===== config.mk =====
export PLATFORM = sky130hd
export DESIGN_NAME = image_header_size_parser_flat
export DESIGN_NICKNAME = d
export VERILOG_FILES = /design/src/ihsp_pkg.sv /design/src/ihsp_byte_if.sv /design/src/ihsp_result_if.sv /design/src/image_header_size_parser.sv /design/src/ihsp_track.sv /design/src/ihsp_decode.sv /design/src/flat_wrapper.sv
export SDC_FILE = /design/constraint.sdc
export NUM_CORES = 1
export LEC_CHECK = 0
export BUFFER_PORTS_ARGS = -buffer_cell sky130_fd_sc_hd__clkbuf_2
export CORE_ASPECT_RATIO = 1.75
export CORE_UTILIZATION = 25
export DETAILED_ROUTE_END_ITERATION = 8
export HOLD_SLACK_MARGIN = 0.05
export SLEW_MARGIN = 20
export SYNTH_ARGS = -nofsm -noshare
export SYNTH_HDL_FRONTEND = slang
export SYNTH_SLANG_ARGS = --single-unit

===== constraint.sdc =====
create_clock -name clk -period 11.47 [get_ports clk]
set_input_delay 2.294 -clock clk [delete_from_list [all_inputs] [get_ports clk]]
set_output_delay 2.294 -clock clk [all_outputs]
set_load 0.05 [all_outputs]

===== src/ihsp_pkg.sv =====
// Package for the image header size parser.
// Holds shared types, byte constants and format codes; no dependencies.
package ihsp_pkg;

    // Result format codes
    typedef enum logic [1:0] {
        FMT_JPEG = 2'd0,
        FMT_GIF  = 2'd1,
        FMT_PNG  = 2'd2,
        FMT_NONE = 2'd3
    } format_t;

    // Status codes
    localparam logic ST_FOUND = 1'b0;
    localparam logic ST_FAIL  = 1'b1;

    // Marker and signature bytes
    localparam logic [7:0] B_FF    = 8'hFF;
    localparam logic [7:0] B_SOI   = 8'hD8;
    localparam logic [7:0] B_APP0  = 8'hE0;
    localparam logic [7:0] B_SOF0  = 8'hC0;
    localparam logic [7:0] B_SOF3  = 8'hC3;
    localparam logic [7:0] B_SOF9  = 8'hC9;
    localparam logic [7:0] B_SOF11 = 8'hCB;
    localparam logic [7:0] B_PNG0  = 8'h89;
    localparam logic [7:0] B_SUB   = 8'h1A;
    localparam logic [7:0] B_CR    = 8'h0D;
    localparam logic [7:0] B_LF    = 8'h0A;
    localparam logic [7:0] C_J     = 8'h4A;
    localparam logic [7:0] C_F     = 8'h46;
    localparam logic [7:0] C_I     = 8'h49;
    localparam logic [7:0] C_G     = 8'h47;
    localparam logic [7:0] C_P     = 8'h50;
    localparam logic [7:0] C_N     = 8'h4E;
    localparam logic [7:0] C_H     = 8'h48;
    localparam logic [7:0] C_D     = 8'h44;
    localparam logic [7:0] C_R     = 8'h52;

    // Header and window geometry
    localparam int HEADER_LEN = 24;
    localparam int WINDOW_LEN = 12;
    localparam int FIRST_WINDOW_END = 13;

    typedef logic [HEADER_LEN-1:0][7:0] header_t;
    typedef logic [WINDOW_LEN-1:0][7:0] window_t;

    // Walk state of the marker segment scan
    typedef enum logic [2:0] {
        PH_IDLE = 3'b001,
        PH_WAIT = 3'b010,
        PH_DONE = 3'b100
    } scan_phase_t;

    // Header view handed from the tracker to the decoder
    typedef struct packed {
        header_t bytes;
        logic    long_enough;
    } view_t;

    // One result word
    typedef struct packed {
        logic        status;
        format_t     format;
        logic [31:0] width;
        logic [31:0] height;
    } result_t;

endpackage


===== src/ihsp_byte_if.sv =====
// Byte stream channel: valid/ready handshake with one file byte and a last mark.
// Stands alone; no package needed.
interface ihsp_byte_if;
    logic       valid;
    logic       ready;
    logic [7:0] data_byte;
    logic       last;

    modport source (output valid, output data_byte, output last, input ready);
    modport sink   (input valid, input data_byte, input last, output ready);
endinterface


===== src/ihsp_result_if.sv =====
// Result channel: valid/ready handshake with status, format and image size.
// Stands alone; no package needed.
interface ihsp_result_if;
    logic        valid;
    logic        ready;
    logic        status;
    logic [1:0]  format;
    logic [31:0] width;
    logic [31:0] height;

    modport source (output valid, output status, output format, output width,
                    output height, input ready);
    modport sink   (input valid, input status, input format, input width,
                    input height, output ready);
endinterface


===== src/image_header_size_parser.sv =====
// Image header size parser, top level: input word register, tracker, decoder, result register.
// Depends on ihsp_pkg, ihsp_byte_if, ihsp_result_if, ihsp_track and ihsp_decode.
//
// Takes an image file one byte word per cycle and, on the word marked last, delivers one
// result word with status, format (JPEG, GIF, PNG or none) and width and height. A byte
// word is taken every cycle, also while a finished result waits to be taken; only a last
// word stalls, and only while the result register still holds an untaken result. The last
// byte goes from the input register through the tracker and decoder into the result
// register. The cycle is set by the segment walk, which adds each JPEG segment length to
// the OFFSET_BITS-wide window end and compares that end with the byte count. Files shorter
// than 24 bytes report failure.
module image_header_size_parser #(
    parameter int OFFSET_BITS = 32
) (
    input  logic            clk,
    input  logic            rst_n,
    ihsp_byte_if.sink       file_bytes,
    ihsp_result_if.source   size_info
);

    logic              in_valid_reg;
    logic [7:0]        in_byte_reg;
    logic              in_last_reg;
    logic              out_valid_reg;
    ihsp_pkg::result_t out_reg;

    logic              advance;
    ihsp_pkg::view_t   view;
    ihsp_pkg::result_t result;

    // Move a word on unless it is a last word facing a full result register
    assign advance = in_valid_reg && (!in_last_reg || !out_valid_reg || size_info.ready);
    assign file_bytes.ready = !in_valid_reg || advance;

    ihsp_track #(
        .OFFSET_BITS (OFFSET_BITS)
    ) u_track (
        .clk       (clk),
        .rst_n     (rst_n),
        .step      (advance),
        .data_byte (in_byte_reg),
        .last      (in_last_reg),
        .view      (view)
    );

    ihsp_decode u_decode (
        .view   (view),
        .result (result)
    );

    // Input and result valid flags
    always_ff @(posedge clk or negedge rst_n)
    begin
        if (!rst_n)
        begin
            in_valid_reg  <= 1'b0;
            out_valid_reg <= 1'b0;
        end
        else
        begin
            if (file_bytes.valid && file_bytes.ready)
                in_valid_reg <= 1'b1;
            else if (advance)
                in_valid_reg <= 1'b0;

            if (advance && in_last_reg)
                out_valid_reg <= 1'b1;
            else if (size_info.ready)
                out_valid_reg <= 1'b0;
        end
    end

    // Capture input word and result payloads
    always_ff @(posedge clk)
    begin
        if (file_bytes.valid && file_bytes.ready)
        begin
            in_byte_reg <= file_bytes.data_byte;
            in_last_reg <= file_bytes.last;
        end
        if (advance && in_last_reg)
            out_reg <= result;
    end

    assign size_info.valid  = out_valid_reg;
    assign size_info.status = out_reg.status;
    assign size_info.format = out_reg.format;
    assign size_info.width  = out_reg.width;
    assign size_info.height = out_reg.height;

    // A result appears only after a last word went through
    a_result_source: assert property (@(posedge clk) disable iff (!rst_n)
        $rose(out_valid_reg) |-> $past(advance && in_last_reg))
        else $error("result appeared without a last word");

    // A last word never overwrites an untaken result
    a_no_overwrite: assert property (@(posedge clk) disable iff (!rst_n)
        advance && in_last_reg |-> !out_valid_reg || size_info.ready)
        else $error("untaken result overwritten");

    // A found size always names a format
    a_found_has_format: assert property (@(posedge clk) disable iff (!rst_n)
        out_valid_reg && out_reg.status == ihsp_pkg::ST_FOUND
            |-> out_reg.format != ihsp_pkg::FMT_NONE)
        else $error("found status without a format");

endmodule


===== src/ihsp_track.sv =====
// Byte tracker: header store, byte history, JPEG segment walk and byte count.
// Depends on ihsp_pkg for types and constants.
module ihsp_track #(
    parameter int OFFSET_BITS = 32
) (
    input  logic              clk,
    input  logic              rst_n,
    input  logic              step,
    input  logic [7:0]        data_byte,
    input  logic              last,
    output ihsp_pkg::view_t   view
);

    logic [OFFSET_BITS-1:0]   offset_reg, offset_next;
    logic [OFFSET_BITS-1:0]   win_end_reg, win_end_next;
    ihsp_pkg::scan_phase_t    phase_reg, phase_next;
    ihsp_pkg::header_t        hs_reg, hs_next;
    ihsp_pkg::window_t        win_reg, win_next;
    ihsp_pkg::window_t        hist_reg, hist_next;

    logic                     load_first;
    logic                     load_walk;
    logic                     jfif;
    logic                     win_bad;
    logic [16:0]              seg_step;
    logic [OFFSET_BITS:0]     end_sum;
    ihsp_pkg::window_t        jw;

    // Write the current byte into the header store and the history
    always_comb
    begin
        for (int i = 0; i < ihsp_pkg::HEADER_LEN; i++)
        begin
            if (offset_reg < OFFSET_BITS'(ihsp_pkg::HEADER_LEN) && offset_reg[4:0] == 5'(i))
                hs_next[i] = data_byte;
            else
                hs_next[i] = hs_reg[i];
        end
        for (int i = 0; i < ihsp_pkg::WINDOW_LEN - 1; i++)
            hist_next[i] = hist_reg[i+1];
        hist_next[ihsp_pkg::WINDOW_LEN-1] = data_byte;
    end

    // Judge a complete window and aim at the next segment
    always_comb
    begin
        load_first = offset_reg == OFFSET_BITS'(ihsp_pkg::FIRST_WINDOW_END);
        load_walk  = (phase_reg == ihsp_pkg::PH_WAIT) && (offset_reg == win_end_reg);
        jw         = load_first ? hs_next[13:2] : hist_next;

        jfif = hs_next[0] == ihsp_pkg::B_FF && hs_next[1] == ihsp_pkg::B_SOI &&
               hs_next[2] == ihsp_pkg::B_FF && hs_next[3] == ihsp_pkg::B_APP0 &&
               hs_next[6] == ihsp_pkg::C_J  && hs_next[7] == ihsp_pkg::C_F &&
               hs_next[8] == ihsp_pkg::C_I  && hs_next[9] == ihsp_pkg::C_F;

        win_bad = jw[0] != ihsp_pkg::B_FF ||
                  (jw[1] >= ihsp_pkg::B_SOF0 && jw[1] <= ihsp_pkg::B_SOF3) ||
                  (jw[1] >= ihsp_pkg::B_SOF9 && jw[1] <= ihsp_pkg::B_SOF11);
        seg_step = {1'b0, jw[2], jw[3]} + 17'd2;
        end_sum  = {1'b0, win_end_reg} + (OFFSET_BITS+1)'(seg_step);

        win_next     = win_reg;
        win_end_next = win_end_reg;
        phase_next   = phase_reg;
        if (load_first || load_walk)
        begin
            win_next = jw;
            if (load_first && !jfif)
                phase_next = ihsp_pkg::PH_DONE;
            else if (win_bad || end_sum[OFFSET_BITS])
                phase_next = ihsp_pkg::PH_DONE;
            else
            begin
                win_end_next = end_sum[OFFSET_BITS-1:0];
                phase_next   = ihsp_pkg::PH_WAIT;
            end
        end

        // Saturate the byte count
        if (&offset_reg)
            offset_next = offset_reg;
        else
            offset_next = offset_reg + OFFSET_BITS'(1);
    end

    // Present the header view with this byte already applied
    always_comb
    begin
        view.bytes        = hs_next;
        view.bytes[13:2]  = win_next;
        view.long_enough  = offset_reg >= OFFSET_BITS'(ihsp_pkg::HEADER_LEN - 1);
    end

    // Advance control state; clear it after the last byte of a file
    always_ff @(posedge clk or negedge rst_n)
    begin
        if (!rst_n)
        begin
            offset_reg  <= '0;
            win_end_reg <= OFFSET_BITS'(ihsp_pkg::FIRST_WINDOW_END);
            phase_reg   <= ihsp_pkg::PH_IDLE;
        end
        else if (step)
        begin
            if (last)
            begin
                offset_reg  <= '0;
                win_end_reg <= OFFSET_BITS'(ihsp_pkg::FIRST_WINDOW_END);
                phase_reg   <= ihsp_pkg::PH_IDLE;
            end
            else
            begin
                offset_reg  <= offset_next;
                win_end_reg <= win_end_next;
                phase_reg   <= phase_next;
            end
        end
    end

    // Hold stored bytes
    always_ff @(posedge clk)
    begin
        if (step)
        begin
            hs_reg   <= hs_next;
            win_reg  <= win_next;
            hist_reg <= hist_next;
        end
    end

    // A pending window never lies behind the byte count
    a_wait_ahead: assert property (@(posedge clk) disable iff (!rst_n)
        phase_reg == ihsp_pkg::PH_WAIT |-> win_end_reg >= offset_reg)
        else $error("pending segment window lies behind byte count");

    // The end of a file returns the walk to its start
    a_file_restart: assert property (@(posedge clk) disable iff (!rst_n)
        step && last |=> offset_reg == '0 && phase_reg == ihsp_pkg::PH_IDLE)
        else $error("tracker not cleared after last byte");

endmodule


===== src/ihsp_decode.sv =====
// Header decoder: picks JPEG, GIF or PNG from the header view and extracts size.
// Depends on ihsp_pkg for types and constants.
module ihsp_decode (
    input  ihsp_pkg::view_t   view,
    output ihsp_pkg::result_t result
);

    ihsp_pkg::header_t v;
    logic              is_jpeg;
    logic              is_gif;
    logic              is_png;

    // Match signatures
    always_comb
    begin
        v       = view.bytes;
        is_jpeg = v[0] == ihsp_pkg::B_FF && v[1] == ihsp_pkg::B_SOI &&
                  v[2] == ihsp_pkg::B_FF;
        is_gif  = v[0] == ihsp_pkg::C_G && v[1] == ihsp_pkg::C_I && v[2] == ihsp_pkg::C_F;
        is_png  = v[0] == ihsp_pkg::B_PNG0 && v[1] == ihsp_pkg::C_P &&
                  v[2] == ihsp_pkg::C_N && v[3] == ihsp_pkg::C_G &&
                  v[4] == ihsp_pkg::B_CR && v[5] == ihsp_pkg::B_LF &&
                  v[6] == ihsp_pkg::B_SUB && v[7] == ihsp_pkg::B_LF &&
                  v[12] == ihsp_pkg::C_I && v[13] == ihsp_pkg::C_H &&
                  v[14] == ihsp_pkg::C_D && v[15] == ihsp_pkg::C_R;
    end

    // Extract width and height in the format's byte order
    always_comb
    begin
        result.status = ihsp_pkg::ST_FAIL;
        result.format = ihsp_pkg::FMT_NONE;
        result.width  = '0;
        result.height = '0;
        if (view.long_enough)
        begin
            if (is_jpeg)
            begin
                result.status = ihsp_pkg::ST_FOUND;
                result.format = ihsp_pkg::FMT_JPEG;
                result.height = {16'd0, v[7], v[8]};
                result.width  = {16'd0, v[9], v[10]};
            end
            else if (is_gif)
            begin
                result.status = ihsp_pkg::ST_FOUND;
                result.format = ihsp_pkg::FMT_GIF;
                result.width  = {16'd0, v[7], v[6]};
                result.height = {16'd0, v[9], v[8]};
            end
            else if (is_png)
            begin
                result.status = ihsp_pkg::ST_FOUND;
                result.format = ihsp_pkg::FMT_PNG;
                result.width  = {v[16], v[17], v[18], v[19]};
                result.height = {v[20], v[21], v[22], v[23]};
            end
        end
    end

endmodule


===== src/flat_wrapper.sv =====
// flat-port wrapper written by rule: the top's interface ports become plain ports
module image_header_size_parser_flat 
#(
    parameter int OFFSET_BITS = 32
)
  (clk, rst_n, file_bytes_valid, file_bytes_data_byte, file_bytes_last, file_bytes_ready, size_info_valid, size_info_status, size_info_format, size_info_width, size_info_height, size_info_ready);
  ihsp_byte_if file_bytes_i ();
  ihsp_result_if size_info_i ();
  input  logic clk;
  input  logic rst_n;
  input wire logic [$bits(file_bytes_i.valid)-1:0] file_bytes_valid;
  input wire logic [$bits(file_bytes_i.data_byte)-1:0] file_bytes_data_byte;
  input wire logic [$bits(file_bytes_i.last)-1:0] file_bytes_last;
  output wire logic [$bits(file_bytes_i.ready)-1:0] file_bytes_ready;
  output wire logic [$bits(size_info_i.valid)-1:0] size_info_valid;
  output wire logic [$bits(size_info_i.status)-1:0] size_info_status;
  output wire logic [$bits(size_info_i.format)-1:0] size_info_format;
  output wire logic [$bits(size_info_i.width)-1:0] size_info_width;
  output wire logic [$bits(size_info_i.height)-1:0] size_info_height;
  input wire logic [$bits(size_info_i.ready)-1:0] size_info_ready;
  assign file_bytes_i.valid = file_bytes_valid;
  assign file_bytes_i.data_byte = file_bytes_data_byte;
  assign file_bytes_i.last = file_bytes_last;
  assign file_bytes_ready = file_bytes_i.ready;
  assign size_info_valid = size_info_i.valid;
  assign size_info_status = size_info_i.status;
  assign size_info_format = size_info_i.format;
  assign size_info_width = size_info_i.width;
  assign size_info_height = size_info_i.height;
  assign size_info_i.ready = size_info_ready;
  image_header_size_parser #(.OFFSET_BITS(OFFSET_BITS)) u_core (.clk(clk), .rst_n(rst_n), .file_bytes(file_bytes_i), .size_info(size_info_i));
endmodule

-- Yosys cells after proc, flatten, opt, wreduce, memory -nomap -nowiden
Cells that the tools add are included.
- flip-flop bits (word level): 521
- bits in latches: 0
- RAM bits: 0
- memory bits (read-only): 0
- memories kept: 0
- $add $sub $neg: 3
- multipliers: 0
- divide/modulo/power cells: 0
- order comparisons: 6
- equality and inequality tests: 54
- shift operators: 0
- muxes and demuxes: 43
- bitwise operators: 2
- reduce and logical (&&, ||, !) cells: 73
- operator list (kind ; count):
    two-way mux 67 bit ; 3
    two-way mux 32 bit ; 6
    two-way mux 8 bit ; 24
    two-way mux 96 bit ; 2
    == test 8 x 7 -> 1 bit (second input constant) ; 14
    logical AND 1 bit ; 52
    == test 8 bit (second input constant) ; 6
    == test 5 x 4 -> 1 bit (second input constant) ; 8
    == test 5 bit (second input constant) ; 8
    adder 32 x 17 -> 33 bit ; 1
    adder 32 x 1 -> 32 bit (second input constant) ; 1
    == test 32 bit ; 1
    == test 32 x 4 -> 1 bit (second input constant) ; 1
    >= comparator 32 x 5 -> 1 bit (second input constant) ; 1
    less-than comparator 32 x 5 -> 1 bit (second input constant) ; 1
    AND reduction 32 bit ; 1
    == test 8 x 4 -> 1 bit (second input constant) ; 3
    == test 5 x 3 -> 1 bit (second input constant) ; 4
    adder 16 x 2 -> 17 bit (second input constant) ; 1
    >= comparator 8 bit (second input constant) ; 2
    less-or-equal comparator 8 bit (second input constant) ; 2
    two-way mux 3 bit ; 4
    == test 5 x 2 -> 1 bit (second input constant) ; 2
    == test 8 x 5 -> 1 bit (second input constant) ; 1
    13 further kinds ; 32

-- Depth between registers and ports, before layout
- depth after elaboration: 19
- depth in mapped cells: 26
- depth with buffers taken out: 21

-- Modules after synthesis
Synthesis repeated with hierarchy kept, for this count alone.
- cells, all modules: 2022
- area total of the unflattened synthesis: 25678.4 sq um
- modules (own cells, without submodules) (module ; times used ; cells an instance ; area an instance (sq um)):
    ihsp_track ; 1 ; 1698 ; 21790.9
    image_header_size_parser ; 1 ; 86 ; 2389.8
    ihsp_decode ; 1 ; 238 ; 1497.7

-- Least setup slack after synthesis
Ideal clock, no wire load.
- kind: input -> register
- start point: input port size_info_ready
- end point: register u_core.u_track.offset_reg[24]
- setup time: 0.234 ns
- data arrival time: 12.820 ns
- setup slack: -1.583 ns
- cell stages on the path: 9
- path through: nand3b_1 nand2_1 clkinv_1 o31ai_1 or3_1 nor3_1 nand2_1 xor2_1 nor2_1
- longest elaborated chain between the ends: 3
- ends and longest elaborated chain (element ; RTL line ; source):
    start: declaration ; flat_wrapper.sv:20 ; input wire logic [$bits(size_info_i.ready)-1:0] size_info_ready;
    logical OR 1 bit ; image_header_size_parser.sv:32 ; assign advance = in_valid_reg && (!in_last_reg || !out_valid_reg || size_info.ready);
    logical AND 1 bit ; image_header_size_parser.sv:32 ;
    named net u_core.advance ; image_header_size_parser.sv:27 ; logic advance;
    AND reduction 2 bit (no line) ; - ;
    end signal: assignment ; ihsp_track.sv:113 ; offset_reg <= offset_next;
    end: declaration ; ihsp_track.sv:14 ; logic [OFFSET_BITS-1:0] offset_reg, offset_next;
The timed path passes the listed nets, and every way through them passes these cells.
A chain may end at the register's enable or synchronous reset.

==> summary.md <==
| Metric | Value |
|---|---|
| IO buf count | `81` |
| CP endpoint kind | `register` |
| Syn Std Cell Area | `0.0250 mm2` |
| Main synth FF type | `edfxtp_1` |
| Mapped Cells | `2142` |
| Root Driver | `clkbuf_16` |
| GRT Overall Usage | `15.8%` |
| Wire length per cell | `22.7 um` |
| Max reg flops | `176` |
| Comb pwr share | `15.8%` |
| Final min period | `6.54 ns` |
| Internal power | `3.30 mW` |
| Die Area | `0.101 mm2` |
| Post-cts sizing count | `0` |
| Clock share of power | `35.0%` |
| Die H | `420 um` |
| PD cells | `163 mW/mm2` |
| Area grow syn2layout | `14.0%` |
| Drt initial violations | `1653` |
| Top cell type by total area after synthesis | `edfxtp_1` |
| Post-synth EDFFs | `428` |
| Worst endpoint data arrival time | `7.02 ns` |
| Sequential share of the synthesized area | `58.4%` |
| Hold_ws | `0.420 ns` |
| DIE WIDTH | `241 um` |
| Top fanout value on the critical path | `13` |
| Fmax | `0.153 GHz` |
| Synth top area cells | `edfxtp_1 (51%), dfrtp_1 (6.5%), mux2_2 (4.4%)` |
| Total number of vias | `18000` |
| # DRC | `0` |
| Pre-CTS WS | `4.84 ns` |
| MaxCap Viol Count | `0` |
| First-pass GRT wire length | `117000 um` |
| Period Utilization, post-route | `57.0%` |
| Post-DR vias/cell | `5.06` |
| Sequential Power Share | `49.2%` |
| Crit path required time | `11.95 ns` |
| Status | `complete, no violations` |
| Post-Route WL | `80500 um` |
| DRT antenna net count | `0` |
| Clock transition at path regs | `0.07 ns` |
| Final TNS setup | `0 ns` |
| Skew final | `0.0248 ns` |
| Maximum vdd drop | `0.105 mV` |
| Kind of start point of the critical path | `register` |
| Vias in the first global route | `17700` |
| DP HPWL | `56300 um` |
| CTS Sinks | `497` |
| Residual overflow from global routing | `0` |
| Num CTS Buffers | `50` |
| Seq cells post-synth | `497` |
| Initial core utilization | `25.2%` |
| I/O pins | `82` |
| Largest net degree at the start of global routing | `173` |
| Core region area | `0.0992 mm2` |
| Hold crit path type | `reg -> reg` |
| Fillers | `10300` |
| Initial antenna violation count | `1` |
| GPL Wtd Cong | `0.966` |
| Share of post-route cells with drive strength above 1 | `15.2%` |
| Most frequent cell after synthesis | `edfxtp_1` |
| Unique cell type count in the Yosys netlist | `86` |
| Max-slew violation count | `0` |
| Critical path type | `reg -> reg` |
| Final setup vio count | `0` |
| Worst setup margin | `4.93 ns` |
| Final Hold Fails | `0` |
| Row count | `153` |
| Layout Nets | `2243` |
| NetSw | `1.34 mW` |
| Syn Area/Cell | `11.7 um2` |
| Post-synth top cells | `edfxtp_1 (428), nand2_1 (270), o21ai_0 (120), nor2_1 (114), mux2_2 (98)` |
| Static Leakage | `10.7 nW` |
| Slew headroom | `25.8%` |
| RSZ-0062 raised after global routing | `false` |
| Maximum buffer depth of the clock tree | `3` |
| Post-CTS Setup Repair Bufs | `0` |
| CTS tree | `yes` |
| Register area | `0.0146 mm2` |
| H-Tree Depth | `2` |
| Switch share | `28.9%` |
| CTS Hold Buffers Added | `0` |
| Clk Latency, worst-skew pair | `0.61 ns` |
| Syn nets | `2193` |
| Slew @ Worst Pin | `1.10 ns` |
| Area of the multi-input gates | `0.00955 mm2` |
| Synth top area share | `51.5%` |
| Pre-antenna DRT Iters | `6` |
| Ys async rst share | `13.9%` |
| YS warnings | `0` |
## path summary, 6_finish.rpt
check	startpoint	endpoint	slack [ns]	cells after the start
setup / recovery	u_core.u_track.offset_reg[10]	u_core.u_track.win_end_reg[5]	4.93	16
hold / removal	u_core.u_track.hist_next[78]	u_core.u_track.hist_next[70]	0.42	0
setup reg to reg	u_core.u_track.offset_reg[10]	u_core.u_track.win_end_reg[5]	4.93	16
hold reg to reg	u_core.u_track.hist_next[78]	u_core.u_track.hist_next[70]	0.42	0
max in group asynchronous	rst_n	u_core.u_track.win_end_reg[8]	8.93	2
min in group asynchronous	rst_n	u_core.in_valid_reg	1.89	2
## metrics by stage
stage / cell area (um2) / instances / power [mW] / utilization (%)
after CTS: 28500 / 3550 / 4.66 / 28.7
after global routing: 28500 / 3550 / 4.79 / 28.7
after floorplan: 25000 / 2142 / 2.76 / -
after detailed placement: 26900 / 3457 / 3.04 / 27.1
after global placement: 26900 / 3457 / 3.03 / 27.1
final: 28500 / 3552 / 4.64 / 28.7
## layer usage
metal,up-vias,global-route usage (%),routed length (um)
li1,8068,-,-
met1,8862,16.8,28500
met2,793,28.2,41300
met3,233,2.44,4550
met4,0,10.9,6190
met5,-,0,0
## power by group through the flow
stage,clock [mW],sequential (mW),combinational [mW]
after global placement,0,2.31,0.720
after CTS,1.65,2.28,0.730
after floorplan,0,2.28,0.479
final,1.62,2.28,0.733
after detailed placement,0,2.31,0.727
after global routing,1.71,2.29,0.796
## layout make-up
type / count / area share [%]
antenna: 2 / 0.0176
clock buffer: 70 / 4.77
clock inverter: 23 / 0.764
inverter: 94 / 1.30
multi-input combinational: 1424 / 33.5
sequential: 497 / 51.2
tap: 1317 / 5.79
timing repair buffer: 125 / 2.63
## cell usage in the layout (no fill, tap or decap), types with 10 or more instances in the layout
cell type	n
a211oi_1	12
a21o_1	16
a21oi_1	61
a31oi_1	16
and2_1	14
and3_1	22
and4_1	16
buf_4	43
clkbuf_1	18
clkbuf_16	51
clkbuf_2	80
dfrtp_1	65
edfxtp_1	428
ha_1	37
inv_1	91
mux2_2	98
mux2i_1	94
nand2_1	270
nand2b_1	13
nand3_1	79
nand3b_1	13
nand4_1	40
nor2_1	114
nor2b_1	41
nor3_1	24
nor4_1	25
nor4b_1	17
o211ai_1	19
o21ai_0	120
o221ai_1	10
o22ai_1	10
o31ai_1	14
or3_1	19
or4_1	21
xnor2_1	27
xor2_1	43
## worst max-delay path: stages, from the launching register on
cell     delay, ns
dfrtp_1       0.46
or4_1         0.70
nor4_1        0.59
and2_1        0.59
mux2_2        0.41
mux2_2        0.30
ha_1          0.29
ha_1          0.24
a211o_1       0.33
or3_1         0.35
nand3_1       0.09
o21ai_0       0.19
a31o_2        0.35
and2_1        0.19
or4_1         0.58
nand2_2       0.34
mux2_2        0.38
## cells by family (layout without fill, tap and decap cells)
group	count (synthesis)	in the layout	share of synthesized area (%)
flip-flops	497	497	58.4
XOR/XNOR	70	70	2.46
other	0	2	0
multiplexers	196	196	8.37
AO/OA/AOI/OAI	334	334	8.41
adder cells (fa/ha/maj)	38	38	1.93
AND/OR/NAND/NOR	786	786	16.9
buffers and inverters	221	312	3.58
Power figures use the tool's default switching activity.
